<file path="config.mk">
export PLATFORM = sky130hd
export DESIGN_NAME = sorted_breakpoint_interpolator_unit
export DESIGN_NICKNAME = d
export VERILOG_FILES = /design/src/design/sbi_pkg.sv /design/src/design/sorted_breakpoint_interpolator_unit.sv /design/src/design/sbi_div.sv /design/src/design/sbi_blend.sv
export SDC_FILE = /design/constraint.sdc
export NUM_CORES = 2
export LEC_CHECK = 0
export BUFFER_PORTS_ARGS = -buffer_cell sky130_fd_sc_hd__buf_2
export CAP_MARGIN = 20
export CORE_MARGIN = 2
export CORE_UTILIZATION = 45
export DETAILED_ROUTE_END_ITERATION = 8
export GPL_TIMING_DRIVEN = 1
export PLACE_DENSITY = 0.62
export RECOVER_POWER = 25
export SLEW_MARGIN = 20
export SYNTH_ARGS = -nofsm -noshare
export SYNTH_HDL_FRONTEND = slang
export SYNTH_SLANG_ARGS = --single-unit
</file>
<file path="constraint.sdc">
create_clock -name clk -period 11.3 [get_ports clk]
set_clock_uncertainty 0.1 [all_clocks]
set_input_delay 0.565 -clock clk [delete_from_list [all_inputs] [get_ports clk]]
set_output_delay 0.565 -clock clk [all_outputs]
set_load 0.01 [all_outputs]
</file>
<file path="src/design/sbi_pkg.sv">
`timescale 1ns / 1ps
`default_nettype none

package sbi_pkg;

	// Table geometry.
	localparam int MAX_ENTRIES = 16;
	localparam int IDX_W       = $clog2(MAX_ENTRIES);
	localparam int CNT_W       = $clog2(MAX_ENTRIES + 1);

	// Field widths.
	localparam int FUNC_W    = 3;
	localparam int POS_W     = 32;
	localparam int SPD_W     = 16;
	localparam int WGT_W     = 17;
	localparam int STAT_W    = 2;
	localparam int CFG_IDX_W = 4;

	// The weight has one integer bit and sixteen fraction bits.
	localparam int FRAC_W    = 16;
	localparam int DIV_STEPS = WGT_W;

	// Operation codes carried by a command beat.
	typedef enum logic [FUNC_W-1:0] {
		FN_INSERT    = 3'd0,
		FN_REMOVE    = 3'd1,
		FN_SET_POS   = 3'd2,
		FN_SET_SPEED = 3'd3,
		FN_CLEAR     = 3'd4,
		FN_QUERY     = 3'd5
	} func_t;

	typedef enum logic [STAT_W-1:0] {
		STAT_OK    = 2'd0,
		STAT_EMPTY = 2'd1,
		STAT_RANGE = 2'd2,
		STAT_FULL  = 2'd3
	} status_t;

	// Configuration register indexes.
	typedef enum logic [CFG_IDX_W-1:0] {
		REG_RANGE_MIN = 4'd0,
		REG_RANGE_MAX = 4'd1
	} reg_idx_t;

	localparam logic signed [POS_W-1:0] RANGE_MIN_RST = 32'sd0;
	localparam logic signed [POS_W-1:0] RANGE_MAX_RST = 32'sd65536;

	// Sequencer states.
	typedef enum logic [2:0] {
		S_IDLE,
		S_SPD_WAIT,
		S_REMOVE,
		S_INSERT,
		S_INS_HEAD,
		S_QUERY,
		S_DIVIDE,
		S_BLEND
	} state_t;

	typedef struct packed {
		logic [FUNC_W-1:0]       func;
		logic signed [POS_W-1:0] position_in;
		logic signed [SPD_W-1:0] speed_in;
		logic [IDX_W-1:0]        entry_index;
	} cmd_t;

	typedef struct packed {
		logic [STAT_W-1:0]       status;
		logic [IDX_W-1:0]        lower_index;
		logic [IDX_W-1:0]        upper_index;
		logic [WGT_W-1:0]        weight;
		logic signed [SPD_W-1:0] blended_speed;
		logic [CNT_W-1:0]        entry_count;
	} result_t;

endpackage

`default_nettype wire

</file>
<file path="src/design/sorted_breakpoint_interpolator_unit.sv">
`timescale 1ns / 1ps
`default_nettype none

// Sorted breakpoint table with piecewise-linear lookup, one command at a time.
// Clear, set speed and rejected commands answer in the cycle after start. Insert walks
// down from the top entry, remove walks up from the entry after the index, and set
// position fetches the speed, then removes and re-inserts. A query walks the table (one
// memory read a cycle), then runs the serial weight divider and the speed blend.
// The result is a one-cycle strobe and the receiver cannot stall it. Reset clears the
// entry count and the range registers; the table memory itself is not cleared.
module sorted_breakpoint_interpolator_unit (
	input  wire logic                              clk,
	input  wire logic                              arst_n,
	input  wire logic                              start,
	output logic                                   busy,
	input  wire sbi_pkg::cmd_t                     cmd,
	output logic                                   done,
	output sbi_pkg::result_t                       result,
	input  wire logic                              cfg_valid,
	output logic                                   cfg_ready,
	input  wire logic [sbi_pkg::CFG_IDX_W-1:0]     cfg_index,
	input  wire logic [sbi_pkg::POS_W-1:0]         cfg_data
);

	localparam int IDX_W = sbi_pkg::IDX_W;
	localparam int CNT_W = sbi_pkg::CNT_W;
	localparam int POS_W = sbi_pkg::POS_W;
	localparam int SPD_W = sbi_pkg::SPD_W;

	// Table memories.
	logic signed [POS_W-1:0] pos_mem [sbi_pkg::MAX_ENTRIES];
	logic signed [SPD_W-1:0] spd_mem [sbi_pkg::MAX_ENTRIES];

	sbi_pkg::state_t         state_q, state_d;
	logic signed [POS_W-1:0] rmin_q, rmax_q;
	logic [CNT_W-1:0]        cnt_q;
	logic [CNT_W-1:0]        ptr_q;
	logic                    issue_q;
	logic signed [POS_W-1:0] pos_q;
	logic signed [SPD_W-1:0] spd_q;
	logic [IDX_W-1:0]        idx_q;
	logic                    setpos_q;
	logic signed [POS_W-1:0] first_pos_q, prev_pos_q;
	logic signed [SPD_W-1:0] first_spd_q, prev_spd_q, slo_q, shi_q;
	logic [IDX_W-1:0]        lo_q, hi_q;
	logic                    done_q;
	sbi_pkg::result_t        res_q;

	// Registered memory read.
	logic                    rd_vld_s1;
	logic [IDX_W-1:0]        rd_idx_s1;
	logic signed [POS_W-1:0] rd_pos_s1;
	logic signed [SPD_W-1:0] rd_spd_s1;

	// Command decode.
	logic                    accept;
	sbi_pkg::func_t          func;
	logic                    full;
	logic                    idx_ok;
	sbi_pkg::status_t        err_stat;
	logic signed [POS_W-1:0] v_lo, v_clamp;

	// Walk conditions.
	logic                    walking;
	logic                    q_first, q_hit, q_last, q_below;
	logic                    ins_shift;
	logic [CNT_W-1:0]        cnt_m1;

	// Sequencer outputs.
	logic                    rd_en;
	logic [IDX_W-1:0]        rd_addr;
	logic                    wr_en, wr_pos_en;
	logic [IDX_W-1:0]        wr_addr;
	logic signed [POS_W-1:0] wr_pos;
	logic signed [SPD_W-1:0] wr_spd;
	logic                    walk_load, walk_issue;
	logic [CNT_W-1:0]        walk_ptr;
	logic                    cnt_we;
	logic [CNT_W-1:0]        cnt_d;
	logic                    fin;
	sbi_pkg::result_t        res_d;

	// Arithmetic units.
	logic                    div_start, div_done;
	logic [POS_W-1:0]        div_num, div_den;
	logic [sbi_pkg::WGT_W-1:0] div_quo;
	logic                    bl_done;
	logic signed [SPD_W-1:0] bl_speed;

	assign busy      = state_q != sbi_pkg::S_IDLE;
	assign cfg_ready = 1'b1;
	assign accept    = start && !busy;
	assign func      = sbi_pkg::func_t'(cmd.func);
	assign full      = cnt_q >= CNT_W'(sbi_pkg::MAX_ENTRIES);
	assign idx_ok    = (cnt_q != '0) && (CNT_W'(cmd.entry_index) < cnt_q);
	assign err_stat  = (cnt_q == '0) ? sbi_pkg::STAT_EMPTY : sbi_pkg::STAT_RANGE;
	assign cnt_m1    = cnt_q - CNT_W'(1);

	// Query value clamp: raise to the minimum first, then lower to the maximum.
	always_comb begin
		v_lo    = (cmd.position_in < rmin_q) ? rmin_q : cmd.position_in;
		v_clamp = (v_lo > rmax_q) ? rmax_q : v_lo;
	end

	// Conditions on the entry that the memory just returned.
	always_comb begin
		walking   = (state_q == sbi_pkg::S_REMOVE) || (state_q == sbi_pkg::S_INSERT)
			|| (state_q == sbi_pkg::S_QUERY);
		q_first   = rd_idx_s1 == '0;
		q_hit     = !q_first && (pos_q >= prev_pos_q) && (pos_q <= rd_pos_s1);
		q_last    = CNT_W'(rd_idx_s1) == cnt_m1;
		q_below   = pos_q <= (q_first ? rd_pos_s1 : first_pos_q);
		ins_shift = rd_pos_s1 > pos_q;
	end

	// Weight operands; both differences fit in 32 unsigned bits.
	assign div_num = pos_q - prev_pos_q;
	assign div_den = rd_pos_s1 - prev_pos_q;

	// Next state.
	always_comb begin
		state_d = state_q;
		case (state_q)
			sbi_pkg::S_IDLE: begin
				if (accept) begin
					case (func)
						sbi_pkg::FN_INSERT: begin
							if (!full) state_d = sbi_pkg::S_INSERT;
						end
						sbi_pkg::FN_REMOVE: begin
							if (idx_ok) state_d = sbi_pkg::S_REMOVE;
						end
						sbi_pkg::FN_SET_POS: begin
							if (idx_ok) state_d = sbi_pkg::S_SPD_WAIT;
						end
						sbi_pkg::FN_QUERY: begin
							if (cnt_q != '0) state_d = sbi_pkg::S_QUERY;
						end
						default: begin
							state_d = sbi_pkg::S_IDLE;
						end
					endcase
				end
			end
			sbi_pkg::S_SPD_WAIT: begin
				state_d = sbi_pkg::S_REMOVE;
			end
			sbi_pkg::S_REMOVE: begin
				if (!rd_vld_s1 && !issue_q)
					state_d = setpos_q ? sbi_pkg::S_INSERT : sbi_pkg::S_IDLE;
			end
			sbi_pkg::S_INSERT: begin
				if (rd_vld_s1) begin
					if (!ins_shift) state_d = sbi_pkg::S_IDLE;
					else if (rd_idx_s1 == '0) state_d = sbi_pkg::S_INS_HEAD;
				end else if (!issue_q) begin
					state_d = sbi_pkg::S_INS_HEAD;
				end
			end
			sbi_pkg::S_INS_HEAD: begin
				state_d = sbi_pkg::S_IDLE;
			end
			sbi_pkg::S_QUERY: begin
				if (rd_vld_s1) begin
					if (q_hit) state_d = sbi_pkg::S_DIVIDE;
					else if (q_last) state_d = sbi_pkg::S_IDLE;
				end
			end
			sbi_pkg::S_DIVIDE: begin
				if (div_done) state_d = sbi_pkg::S_BLEND;
			end
			sbi_pkg::S_BLEND: begin
				if (bl_done) state_d = sbi_pkg::S_IDLE;
			end
			default: begin
				state_d = sbi_pkg::S_IDLE;
			end
		endcase
	end

	// Sequencer outputs: memory port, walk setup, count update and result.
	always_comb begin
		rd_en      = walking && issue_q;
		rd_addr    = ptr_q[IDX_W-1:0];
		wr_en      = 1'b0;
		wr_pos_en  = 1'b1;
		wr_addr    = rd_idx_s1;
		wr_pos     = rd_pos_s1;
		wr_spd     = rd_spd_s1;
		walk_load  = 1'b0;
		walk_issue = 1'b0;
		walk_ptr   = '0;
		cnt_we     = 1'b0;
		cnt_d      = cnt_q;
		div_start  = 1'b0;
		fin        = 1'b0;
		res_d      = '0;
		res_d.status      = sbi_pkg::STAT_OK;
		res_d.entry_count = cnt_q;
		case (state_q)
			sbi_pkg::S_IDLE: begin
				rd_addr = cmd.entry_index;
				if (accept) begin
					case (func)
						sbi_pkg::FN_INSERT: begin
							if (full) begin
								fin          = 1'b1;
								res_d.status = sbi_pkg::STAT_FULL;
							end else begin
								walk_load  = 1'b1;
								walk_ptr   = cnt_m1;
								walk_issue = cnt_q != '0;
							end
						end
						sbi_pkg::FN_REMOVE: begin
							if (!idx_ok) begin
								fin          = 1'b1;
								res_d.status = err_stat;
							end else begin
								walk_load  = 1'b1;
								walk_ptr   = CNT_W'(cmd.entry_index) + CNT_W'(1);
								walk_issue = walk_ptr < cnt_q;
							end
						end
						sbi_pkg::FN_SET_POS: begin
							// Fetch the speed that travels with the moved entry.
							if (!idx_ok) begin
								fin          = 1'b1;
								res_d.status = err_stat;
							end else begin
								rd_en = 1'b1;
							end
						end
						sbi_pkg::FN_SET_SPEED: begin
							fin = 1'b1;
							if (!idx_ok) begin
								res_d.status = err_stat;
							end else begin
								wr_en     = 1'b1;
								wr_pos_en = 1'b0;
								wr_addr   = cmd.entry_index;
								wr_spd    = cmd.speed_in;
							end
						end
						sbi_pkg::FN_CLEAR: begin
							fin               = 1'b1;
							cnt_we            = 1'b1;
							cnt_d             = '0;
							res_d.entry_count = '0;
						end
						sbi_pkg::FN_QUERY: begin
							if (cnt_q == '0) begin
								fin          = 1'b1;
								res_d.status = sbi_pkg::STAT_EMPTY;
							end else begin
								walk_load  = 1'b1;
								walk_ptr   = '0;
								walk_issue = 1'b1;
							end
						end
						default: begin
							fin = 1'b1;
						end
					endcase
				end
			end
			sbi_pkg::S_SPD_WAIT: begin
				walk_load  = 1'b1;
				walk_ptr   = CNT_W'(idx_q) + CNT_W'(1);
				walk_issue = walk_ptr < cnt_q;
			end
			sbi_pkg::S_REMOVE: begin
				// Each later entry moves down by one.
				if (rd_vld_s1) begin
					wr_en   = 1'b1;
					wr_addr = rd_idx_s1 - IDX_W'(1);
				end else if (!issue_q) begin
					cnt_we = 1'b1;
					cnt_d  = cnt_m1;
					if (setpos_q) begin
						walk_load  = 1'b1;
						walk_ptr   = cnt_m1 - CNT_W'(1);
						walk_issue = cnt_m1 != '0;
					end else begin
						fin               = 1'b1;
						res_d.entry_count = cnt_m1;
					end
				end
			end
			sbi_pkg::S_INSERT: begin
				// Walk down from the top: larger entries move up, the new one lands
				// just above the first entry not greater than it.
				if (rd_vld_s1) begin
					wr_en   = 1'b1;
					wr_addr = rd_idx_s1 + IDX_W'(1);
					if (!ins_shift) begin
						wr_pos            = pos_q;
						wr_spd            = spd_q;
						fin               = 1'b1;
						cnt_we            = 1'b1;
						cnt_d             = cnt_q + CNT_W'(1);
						res_d.entry_count = cnt_d;
					end
				end
			end
			sbi_pkg::S_INS_HEAD: begin
				wr_en             = 1'b1;
				wr_addr           = '0;
				wr_pos            = pos_q;
				wr_spd            = spd_q;
				fin               = 1'b1;
				cnt_we            = 1'b1;
				cnt_d             = cnt_q + CNT_W'(1);
				res_d.entry_count = cnt_d;
			end
			sbi_pkg::S_QUERY: begin
				if (rd_vld_s1) begin
					if (q_hit) begin
						div_start = 1'b1;
					end else if (q_last) begin
						// Outside every pair: clamp to the first or last entry.
						fin = 1'b1;
						if (q_below) begin
							res_d.lower_index   = '0;
							res_d.upper_index   = '0;
							res_d.blended_speed = q_first ? rd_spd_s1 : first_spd_q;
						end else begin
							res_d.lower_index   = IDX_W'(cnt_m1);
							res_d.upper_index   = IDX_W'(cnt_m1);
							res_d.blended_speed = rd_spd_s1;
						end
					end
				end
			end
			sbi_pkg::S_DIVIDE: begin
				rd_en = 1'b0;
			end
			sbi_pkg::S_BLEND: begin
				if (bl_done) begin
					fin                 = 1'b1;
					res_d.lower_index   = lo_q;
					res_d.upper_index   = hi_q;
					res_d.weight        = div_quo;
					res_d.blended_speed = bl_speed;
				end
			end
			default: begin
				rd_en = 1'b0;
			end
		endcase
	end

	// Memory: one write port and one registered read port.
	always_ff @(posedge clk) begin
		if (wr_en) begin
			spd_mem[wr_addr] <= wr_spd;
			if (wr_pos_en) pos_mem[wr_addr] <= wr_pos;
		end
		if (rd_en) begin
			rd_pos_s1 <= pos_mem[rd_addr];
			rd_spd_s1 <= spd_mem[rd_addr];
			rd_idx_s1 <= rd_addr;
		end
	end

	// Control registers.
	always_ff @(posedge clk or negedge arst_n) begin
		if (!arst_n) begin
			state_q   <= sbi_pkg::S_IDLE;
			cnt_q     <= '0;
			ptr_q     <= '0;
			issue_q   <= 1'b0;
			rd_vld_s1 <= 1'b0;
			done_q    <= 1'b0;
			rmin_q    <= sbi_pkg::RANGE_MIN_RST;
			rmax_q    <= sbi_pkg::RANGE_MAX_RST;
		end else begin
			state_q   <= state_d;
			rd_vld_s1 <= rd_en;
			done_q    <= fin;
			if (cnt_we) cnt_q <= cnt_d;
			// Read pointer: downward for insert, upward otherwise.
			if (walk_load) begin
				ptr_q   <= walk_ptr;
				issue_q <= walk_issue;
			end else if (rd_en && walking) begin
				if (state_q == sbi_pkg::S_INSERT) begin
					if (ptr_q == '0) issue_q <= 1'b0;
					else ptr_q <= ptr_q - CNT_W'(1);
				end else begin
					if (ptr_q == cnt_m1) issue_q <= 1'b0;
					else ptr_q <= ptr_q + CNT_W'(1);
				end
			end
			// Configuration beats.
			if (cfg_valid && cfg_ready) begin
				case (cfg_index)
					sbi_pkg::REG_RANGE_MIN: rmin_q <= cfg_data;
					sbi_pkg::REG_RANGE_MAX: rmax_q <= cfg_data;
					default: begin
						rmin_q <= rmin_q;
					end
				endcase
			end
		end
	end

	// Operand and walk registers.
	always_ff @(posedge clk) begin
		if (accept) begin
			pos_q    <= (func == sbi_pkg::FN_QUERY) ? v_clamp : cmd.position_in;
			spd_q    <= cmd.speed_in;
			idx_q    <= cmd.entry_index;
			setpos_q <= func == sbi_pkg::FN_SET_POS;
		end
		if (state_q == sbi_pkg::S_SPD_WAIT) spd_q <= rd_spd_s1;
		if ((state_q == sbi_pkg::S_QUERY) && rd_vld_s1) begin
			prev_pos_q <= rd_pos_s1;
			prev_spd_q <= rd_spd_s1;
			if (q_first) begin
				first_pos_q <= rd_pos_s1;
				first_spd_q <= rd_spd_s1;
			end
			if (q_hit) begin
				lo_q  <= rd_idx_s1 - IDX_W'(1);
				hi_q  <= rd_idx_s1;
				slo_q <= prev_spd_q;
				shi_q <= rd_spd_s1;
			end
		end
		if (fin) res_q <= res_d;
	end

	sbi_div u_div (
		.clk    (clk),
		.arst_n (arst_n),
		.start  (div_start),
		.num    (div_num),
		.den    (div_den),
		.done   (div_done),
		.quo    (div_quo)
	);

	sbi_blend u_blend (
		.clk    (clk),
		.arst_n (arst_n),
		.start  (div_done),
		.spd_lo (slo_q),
		.spd_hi (shi_q),
		.weight (div_quo),
		.done   (bl_done),
		.speed  (bl_speed)
	);

	assign done   = done_q;
	assign result = res_q;

endmodule

`default_nettype wire

</file>
<file path="src/design/sbi_div.sv">
`timescale 1ns / 1ps
`default_nettype none

// Restoring divider for the interpolation weight. The numerator never exceeds
// the denominator, so the quotient of (num << 16) / den fits in 17 bits and
// comes out one bit per cycle. A zero denominator yields a zero quotient.
module sbi_div (
	input  wire logic                         clk,
	input  wire logic                         arst_n,
	input  wire logic                         start,
	input  wire logic [sbi_pkg::POS_W-1:0]    num,
	input  wire logic [sbi_pkg::POS_W-1:0]    den,
	output logic                              done,
	output logic [sbi_pkg::WGT_W-1:0]         quo
);

	localparam int STEP_W = $clog2(sbi_pkg::DIV_STEPS);

	logic                          busy_q;
	logic                          done_q;
	logic                          zero_q;
	logic [STEP_W-1:0]             step_q;
	logic [sbi_pkg::POS_W:0]       rem_q;
	logic [sbi_pkg::POS_W-1:0]     den_q;
	logic [sbi_pkg::WGT_W-1:0]     quo_q;

	logic                          ge;
	logic [sbi_pkg::POS_W:0]       diff;

	// One trial subtraction per cycle.
	always_comb begin
		ge   = rem_q >= {1'b0, den_q};
		diff = ge ? (rem_q - {1'b0, den_q}) : rem_q;
	end

	// Control of the iteration.
	always_ff @(posedge clk or negedge arst_n) begin
		if (!arst_n) begin
			busy_q <= 1'b0;
			done_q <= 1'b0;
			step_q <= '0;
		end else begin
			done_q <= 1'b0;
			if (start) begin
				busy_q <= 1'b1;
				step_q <= '0;
			end else if (busy_q) begin
				if (step_q == STEP_W'(sbi_pkg::DIV_STEPS - 1)) begin
					busy_q <= 1'b0;
					done_q <= 1'b1;
				end
				step_q <= step_q + STEP_W'(1);
			end
		end
	end

	// Remainder and quotient.
	always_ff @(posedge clk) begin
		if (start) begin
			rem_q  <= {1'b0, num};
			den_q  <= den;
			zero_q <= den == '0;
			quo_q  <= '0;
		end else if (busy_q) begin
			rem_q <= {diff[sbi_pkg::POS_W-1:0], 1'b0};
			quo_q <= {quo_q[sbi_pkg::WGT_W-2:0], ge};
		end
	end

	assign done = done_q;
	assign quo  = zero_q ? '0 : quo_q;

endmodule

`default_nettype wire

</file>
<file path="src/design/sbi_blend.sv">
`timescale 1ns / 1ps
`default_nettype none

// Blends the lower speed toward the upper speed by the weight:
// lo + floor((hi - lo) * w / 65536). Multiply in the first stage, add in the second.
module sbi_blend (
	input  wire logic                             clk,
	input  wire logic                             arst_n,
	input  wire logic                             start,
	input  wire logic signed [sbi_pkg::SPD_W-1:0] spd_lo,
	input  wire logic signed [sbi_pkg::SPD_W-1:0] spd_hi,
	input  wire logic [sbi_pkg::WGT_W-1:0]        weight,
	output logic                                  done,
	output logic signed [sbi_pkg::SPD_W-1:0]      speed
);

	localparam int DIFF_W = sbi_pkg::SPD_W + 1;
	localparam int PROD_W = DIFF_W + sbi_pkg::WGT_W + 1;
	localparam int SHR_W  = PROD_W - sbi_pkg::FRAC_W;

	logic signed [DIFF_W-1:0]           diff;
	logic signed [sbi_pkg::WGT_W:0]     wsig;
	logic signed [PROD_W-1:0]           prod;
	logic signed [SHR_W-1:0]            sum;

	logic                               vld_s1;
	logic signed [PROD_W-1:0]           prod_s1;
	logic signed [sbi_pkg::SPD_W-1:0]   lo_s1;
	logic                               done_s2;
	logic signed [sbi_pkg::SPD_W-1:0]   speed_s2;

	// Speed difference times weight.
	always_comb begin
		diff = {spd_hi[sbi_pkg::SPD_W-1], spd_hi} - {spd_lo[sbi_pkg::SPD_W-1], spd_lo};
		wsig = {1'b0, weight};
		prod = diff * wsig;
	end

	// The upper bits of the product are the floored quotient by 65536.
	always_comb begin
		sum = {{(SHR_W - sbi_pkg::SPD_W){lo_s1[sbi_pkg::SPD_W-1]}}, lo_s1}
			+ prod_s1[PROD_W-1:sbi_pkg::FRAC_W];
	end

	always_ff @(posedge clk or negedge arst_n) begin
		if (!arst_n) begin
			vld_s1  <= 1'b0;
			done_s2 <= 1'b0;
		end else begin
			vld_s1  <= start;
			done_s2 <= vld_s1;
		end
	end

	always_ff @(posedge clk) begin
		if (start) begin
			prod_s1 <= prod;
			lo_s1   <= spd_lo;
		end
		if (vld_s1) begin
			speed_s2 <= sum[sbi_pkg::SPD_W-1:0];
		end
	end

	assign done  = done_s2;
	assign speed = speed_s2;

endmodule

`default_nettype wire

</file>
==> out/results.ini <==
[placement]
dp_cells = 8472
gp_congestion = 0.926
port_buffers = 144
dpl.hpwl_um = 121000

[route]
viasPerCell = 5.62
drt_iter0_drc = 4541
wl_per_cell_um = 21.6
drc = 0
ant_nets = 0
totalWireLength_um = 189000
first_pass_iters = 6
vias = 49200

[sta]
rsz0062_at_grt = false
drv_slew = 553
fin_crit_sh_pct = 85.2
slew_headroom_pct = -172
max_freq_mhz = 104
setup_viol = 0
worst_pin_slew_ns = 4.09
min_period_ns = 9.63
tns_ns = 0
hold_violations = 0

[final_layout]
layout-drive-gt1-share_pct = 7.77
area_growth_pct = 11.6
fillers = 13700
nets = 7309
final_cells = 8763

[yosys]
yosysUniqueCellTypes = 90
avgSynthCellArea_um2 = 10.9
ys.flop_type = edfxtp_1
yosysSeqAreaShare_pct = 53.5
ys_seq_elements = 1277
synthArstFlopShare_pct = 6.97
yosys_warnings = 0
synth-edff-count = 1170
synth_fp_nets = 7163
syn_inst = 6452
syn-cell-area_um2 = 70500

[global_routing]
grtUsageMet2_pct = 37.4
top_usage_layer = met2
grtUsageMet1_pct = 33.0
grtUsageTotal_pct = 23.5
grt_pass1_vias = 47900
grt-ovfl-total = 0
grt_max_degree = 132
antenna_found_initial = 8
use_met3_pct = 3.72
grt_pass1_wl_um = 286000

[floorplan]
core-area_um2 = 156000
die_h_um = 400
dieArea_um2 = 160000
fp-row-count = 145
initial_core_util_pct = 45.2
ios = 146
dieWidth_um = 400

[worst_setup_path]
crit_fanout = 10
worst-setup-path-type = flip-flop to flip-flop
endpoint_kind = flip-flop
path_common_cell = fa_1
start_kind = flip-flop
reg2reg_slack_ns = 1.67
cpMaxStageDelayCell = o41ai_1
cp.arrival_ns = 10.05
critPathMaxStageDelay_ns = 0.58
r2r-start = slo_q[1]
cp-startpoint = slo_q[1]
required_ns = 11.72

[clocking]
ctsLongestPathBuffers = 3
root_buffer = clkbuf_16
ctsHoldBuffers = 46
htreeDepth = 4
cts_resized = 0
post_cts_buffers = 0
cts.sinks = 1277
clk_latency_ns = 0.79
cts-buffers-inserted = 136
cts_tree = done
path_clk_slew_ns = 0.06

[pwr]
leakage_nw = 31.2
peakVddDrop_mv = 0.187
cellPowerDensity_nw_per_um2 = 265

[run]
maxCapViolations = 12

[status]
violations = capacitance limit, slew limit
run_status = complete, but fails checks

[min_path]
hold_path_class = primary input to flip-flop
hp-start = cmd[13]

-- layout make-up --
type / count / area (µm²) / area share [%]
flip-flops and latches: 1277 / 37700 / 48.0
multi-input cells: 4273 / 29600 / 37.6
clock buffers: 167 / 3590 / 4.57
well taps: 2058 / 2570 / 3.27
inverters: 587 / 2220 / 2.82
repair buffers: 323 / 2100 / 2.67
clock inverters: 76 / 832 / 1.06
diodes: 2 / 5.00 / 0.00636
-- registers in the layout (all words and copies together), names as in the netlist, 17 cells and up --
register,cells
u_div.den_q,32
u_div.rem_q,33
result,48
rmin_q,32
prev_pos_q,32
spd_mem,256
u_div.quo_q,17
pos_q,32
rd_pos_s1,32
pos_mem,512
rmax_q,32
first_pos_q,32
-- critical path: cells and delay by family (launching register included) --
family | cells | cell delay [ns]
flops | 1 | 0.43
fa+ha+maj | 8 | 3.42
simple gates | 4 | 0.74
xor+xnor | 2 | 0.62
compound gates | 15 | 3.94
buf+inv | 2 | 0.13
-- final timing paths --
path,cells past startpoint,to
setup / recovery,31,u_blend.prod_s1[30]
hold / removal,3,spd_q[9]
setup reg to reg,31,u_blend.prod_s1[30]
hold reg to reg,0,slo_q[3]
max in group asynchronous,3,u_div.step_q[1]
min in group asynchronous,2,rmin_q[30]
-- report_power, final --
part           total [mW]  switching, mW  leakage, nW  internal [mW]
logic                8.90           5.97         17.2           2.92
clock network        4.43           1.91         2.14           2.52
registers            7.49          0.609         11.9           6.88
total                20.8           8.50         31.2           12.3
-- Yosys cell counts (88+ instances only) --
cell      count  share of area (%)
nand3_1     439                3.1
nor2_1      321                1.7
a21oi_1     210                1.5
a311oi_1    105                1.3
inv_1       582                3.1
edfxtp_1   1170                 50
a31oi_1     100               0.89
o21ai_0     222                1.6
ha_1        387                6.9
clkbuf_1    294                1.6
dfrtp_1      88                3.1
xnor2_1      92                1.1
fa_1        229                6.5
mux2i_1     110                1.6
nand2_1    1176                6.3
-- cell usage in the layout, fill, tap and decap left out, drive strengths merged, types with 63 or more instances in the layout --
master / count
nand2b: 72
xnor2: 92
a311oi: 105
edfxtp: 1170
inv: 586
nand2: 1176
clkinv: 64
dfrtp: 88
nand3: 439
buf: 211
fa: 229
clkbuf: 233
ha: 387
mux2i: 110
a21oi: 211
a31oi: 100
and3: 63
a21o: 87
nor3: 74
nor2: 322
o21ai: 226
-- routing by layer --
layer  up-vias  routed length [µm]
met5         -                  55
met4         8                4870
met3       285               13000
met2      1637               88100
met1     24300               83000
li1      23000                   -
-- logic make-up after synthesis --
kind of cell    share of synthesized area, %
flops                                   53.5
fa+ha+maj                               13.4
compound gates                          9.02
xor+xnor                                1.90
simple gates                            15.0
other cells                          0.00532
mux                                     2.39
buf+inv                                 4.82
-- stage by stage --
stage          total power [mW]  setup slack [ns]  hold slack [ns]  util, %  area, µm²
3_5_place_dp               16.4              1.76            0.305     47.4      73900
3_3_place_gp               16.2              1.84            0.301     47.4      73900
5_1_grt                    22.1              1.20           0.0466     50.5      78600
2_1_floorplan              13.3              2.95            0.169        -      70500
4_1_cts                    20.8              1.74           0.0193     50.6      78800
6_report                   20.8              1.67           0.0575     50.5      78600
Note: power is estimated with default switching activity, not from simulation.
